--- src/rtl/gblur_ram.sv ---
// ----------------------------------------------------------------------------
// gblur_ram
// Simple dual-port RAM, one write and one registered read port.
// ----------------------------------------------------------------------------
module gblur_ram #(
    parameter int WIDTH = 8,
    parameter int DEPTH = 16
) (
    input  logic                     clk,
    input  logic                     we,
    input  logic [$clog2(DEPTH)-1:0] waddr,
    input  logic [WIDTH-1:0]         wdata,
    input  logic                     re,
    input  logic [$clog2(DEPTH)-1:0] raddr,
    output logic [WIDTH-1:0]         rdata
);

    logic [WIDTH-1:0] mem [DEPTH];

    // read during write returns the old contents
    always_ff @(posedge clk)
    begin
        if (we)
        begin
            mem[waddr] <= wdata;
        end
        if (re)
        begin
            rdata <= mem[raddr];
        end
    end

endmodule

--- config.mk ---
export PLATFORM = sky130hd
export DESIGN_NAME = gblur_ram
export DESIGN_NICKNAME = d
export VERILOG_FILES = /design/src/rtl/gblur_ram.sv
export SDC_FILE = /design/constraint.sdc
export NUM_CORES = 1
export LEC_CHECK = 0
export ABC_AREA = 1
export BUFFER_PORTS_ARGS = -buffer_cell sky130_fd_sc_hd__buf_4
export CORE_MARGIN = 1.5
export CORE_UTILIZATION = 25
export CTS_BUF_LIST = sky130_fd_sc_hd__clkbuf_4 sky130_fd_sc_hd__clkbuf_8
export DETAILED_ROUTE_END_ITERATION = 7
export PLACE_DENSITY = 0.51
export SYNTH_ARGS = -nofsm -noshare
export SYNTH_HDL_FRONTEND = slang
export SYNTH_SLANG_ARGS = --single-unit
--- constraint.sdc ---
create_clock -name clk -period 1.5 [get_ports clk]
set_clock_uncertainty 0.2 [all_clocks]
set_input_delay 0.225 -clock clk [delete_from_list [all_inputs] [get_ports clk]]
set_output_delay 0.225 -clock clk [all_outputs]
set_load 0.005 [all_outputs]
==> reports/qor.yml <==
final.min_clock_period_ns: 1.51
htreeDepth: 4
drv_slew: 0
synthXorXnorAreaFrac_pct: 0
final_util_pct: 31.2
switchingPower_uw: 1750
p_leak_uw: 0.00300
fmax_ghz: 0.664
relSlewSlack_pct: 74.5
violations: "negative setup slack"
dieHeight_um: 156
vias: 3815
yosys_register_bits: 136
io_buffers: 26
wl_per_cell_um: 14.8
cp_data_required_time_ns: 1.07
p_comb_share_pct: 7.7
swShare_pct: 22.1
drive_gt1_share_pct: 14.1
p_per_area_nw_per_um2: 1120
ys_async_sr_fraction_pct: 0
synth_fa_ha_area_share_pct: 0
rsz0062_at_grt: "yes"
p_int_uw: 6170
fin_nets: 632
synth_area_leader_cell: "edfxtp_1"
post-dp-hpwl_um: 9080
synth_compound_area_share_pct: 0
min_to: "rdata[2]"
path_cells: "buf_6"
worst-r2r-setup-slack_ns: 0.17
crit_type: "flip-flop to output pin"
track_usage_pct: 12.5
grt_pass1_vias: 3683
rr_worst_depth: 6
holdCritPathClass: "primary input to flip-flop"
syn_to_final_growth_pct: 21.5
crit_path_max_incr_delay_ns: 0.47
outcome: "finished, violations left"
ys_top_cells_by_count: "nand2_1, edfxtp_1, inv_1"
seqPwrFrac_pct: 54.3
cts_tree: "done"
fin_crit_sh_pct: 100
drt_iter0_drc: 288
postSynthAreaPerCell_um2: 10.6
dr.pass1.iters: 5
setup-tns-final_ns: -0.00604
tightest_slew_ns: 0.381
syn-cell-area_um2: 5850
synthTopCellsByArea: "edfxtp_1, nand2_1, nand3_1"
grt_max_degree: 51
clk_latency_ns: 0.45
slowest_stage: "edfxtp_1"
overflow: 0
synth_cell_type_count: 11
globalplace.congestion: 0.745
diodes: 0
cts_sinks: 136
clkTransAtPathRegs_ns: 0.08
synth_edf_count: 136
final_hold_viol_count: 0
drc: 0
postRouteAntennaNets: 0
critical_path_arrival_ns: 1.08
floorplan.initialDensity_pct: 25.7
via_per_inst: 4.06
peakVddDrop_v: 0.000588
setup_violations: 1
start_kind: "flip-flop"
synth_ff_type: "edfxtp_1"
antenna_found_initial: 0
cp-end-kind: "output pin"
muxShareOfSynthArea_pct: 0
synthSimpleGateAreaFrac_pct: 20.8
cap_violations: 0
grt_pass1_wl_um: 22100
reg2reg_to: "rdata[6]"
critPathTopFamily: "flip-flops"
clockPowerShare_pct: 38.0
nFillCells: 2359
path_buf_inv: 1
hold_path_depth: 4
synth.most_common_cell: "nand2_1"
hold_start: "raddr[3]"
synth_nets: 570
wirelength_um: 13900
crit_fanout: 1
synth-seq-area-share_pct: 69.8
core_um2: 22800
setup_slack_ns: -0.00604
synth_top_family_by_area: "simple AND/OR/NAND/NOR gates"
ios: 27
yosysWarningCount: 0
syn-instance-count: 551
r2r-start: "mem[13][6]"
synth_top_area_share_pct: 69.8
cts_buffers: 17
clockBufferDepth: 2
root_buffer: "clkbuf_8"
rows: 55
chipWidth_um: 156
dieArea_um2: 24300
-- repair_timing --
item | 4_1_cts | 5_1_grt
gates resized for setup | 2 | 0
endpoints found under the setup margin | 2 | 2
pin swaps | 0 | 0
cloned | 0 | 0
setup buffers | 0 | 0
hold buffers | 9 | 0
endpoints found under the hold margin | 136 | 0
-- per-layer routing --
| layer | up-vias | wire, um | GRT usage, % |
|---|---|---|---|
| met5 | - | 0 | 0 |
| met4 | 0 | 248 | 4.90 |
| met3 | 18 | 688 | 2.72 |
| met2 | 89 | 6170 | 18.7 |
| met1 | 1804 | 6760 | 17.5 |
| li1 | 1904 | - | - |
-- power groups by stage --
| stage | logic [uW] | clock network [uW] | registers (uW) |
|---|---|---|---|
| 4_1_cts | 622 | 3080 | 4310 |
| 3_5_place_dp | 599 | 0 | 4390 |
| 2_1_floorplan | 300 | 0 | 4380 |
| 3_3_place_gp | 599 | 0 | 4390 |
| 5_1_grt | 683 | 3230 | 4310 |
| 6_report | 608 | 3010 | 4300 |
-- worst max-delay path by stage --
stage          startpoint          to  slack, ns  depth (start not counted)
3_3_place_gp     raddr[0]    rdata[6]      -0.11                          8
4_1_cts          rdata[0]    rdata[0]      -0.03                          1
3_5_place_dp     raddr[0]    rdata[6]      -0.11                          8
2_1_floorplan    waddr[2]  mem[10][0]       0.12                          2
6_report         rdata[0]    rdata[0]     -0.006                          1
5_1_grt          rdata[0]    rdata[0]      -0.04                          1
-- state kept, by name (all words and copies together), names as in the netlist --
register	cells
mem	128
rdata	8
-- layout make-up --
type	instances	area, um2	area share [%]
sequential	136	4080	57.5
multi-input combinational	289	1210	17.1
tap	313	392	5.51
timing repair buffer	67	646	9.08
clock buffer	20	256	3.61
inverter	102	383	5.39
clock inverter	12	133	1.87
-- cell families after synthesis --
logic type	after synthesis
flip-flops	136
AND/OR/NAND/NOR	289
buffers and inverters	126
-- through the flow --
step	instances	hold slack [ns]	cell area, um2	worst slack (ns)	power, uW
6_report	939	0.0837	7110	-0.00604	7930
5_1_grt	939	0.0873	7110	-0.0396	8230
4_1_cts	939	0.0729	7110	-0.0294	8010
3_5_place_dp	898	0.362	6620	-0.107	4990
3_3_place_gp	898	0.353	6620	-0.110	4990
2_1_floorplan	551	0.124	5850	0.124	4680
-- layout by cell type, fill, tap and decap left out --
| cell | synthesis | routed |
|---|---|---|
| clkinv_2 | 0 | 4 |
| nand2_1 | 173 | 173 |
| dlygate4sd3_1 | 0 | 9 |
| clkinv_1 | 0 | 4 |
| clkbuf_8 | 0 | 17 |
| nand3b_1 | 2 | 2 |
| bufinv_16 | 0 | 3 |
| clkbuf_4 | 0 | 3 |
| buf_4 | 4 | 47 |
| inv_2 | 2 | 2 |
| inv_1 | 100 | 100 |
| clkinvlp_4 | 0 | 1 |
| buf_12 | 0 | 9 |
| nand3_1 | 97 | 97 |
| buf_6 | 6 | 2 |
| nor2_1 | 17 | 17 |
| edfxtp_1 | 136 | 136 |
(Power assumes the default switching activity.)
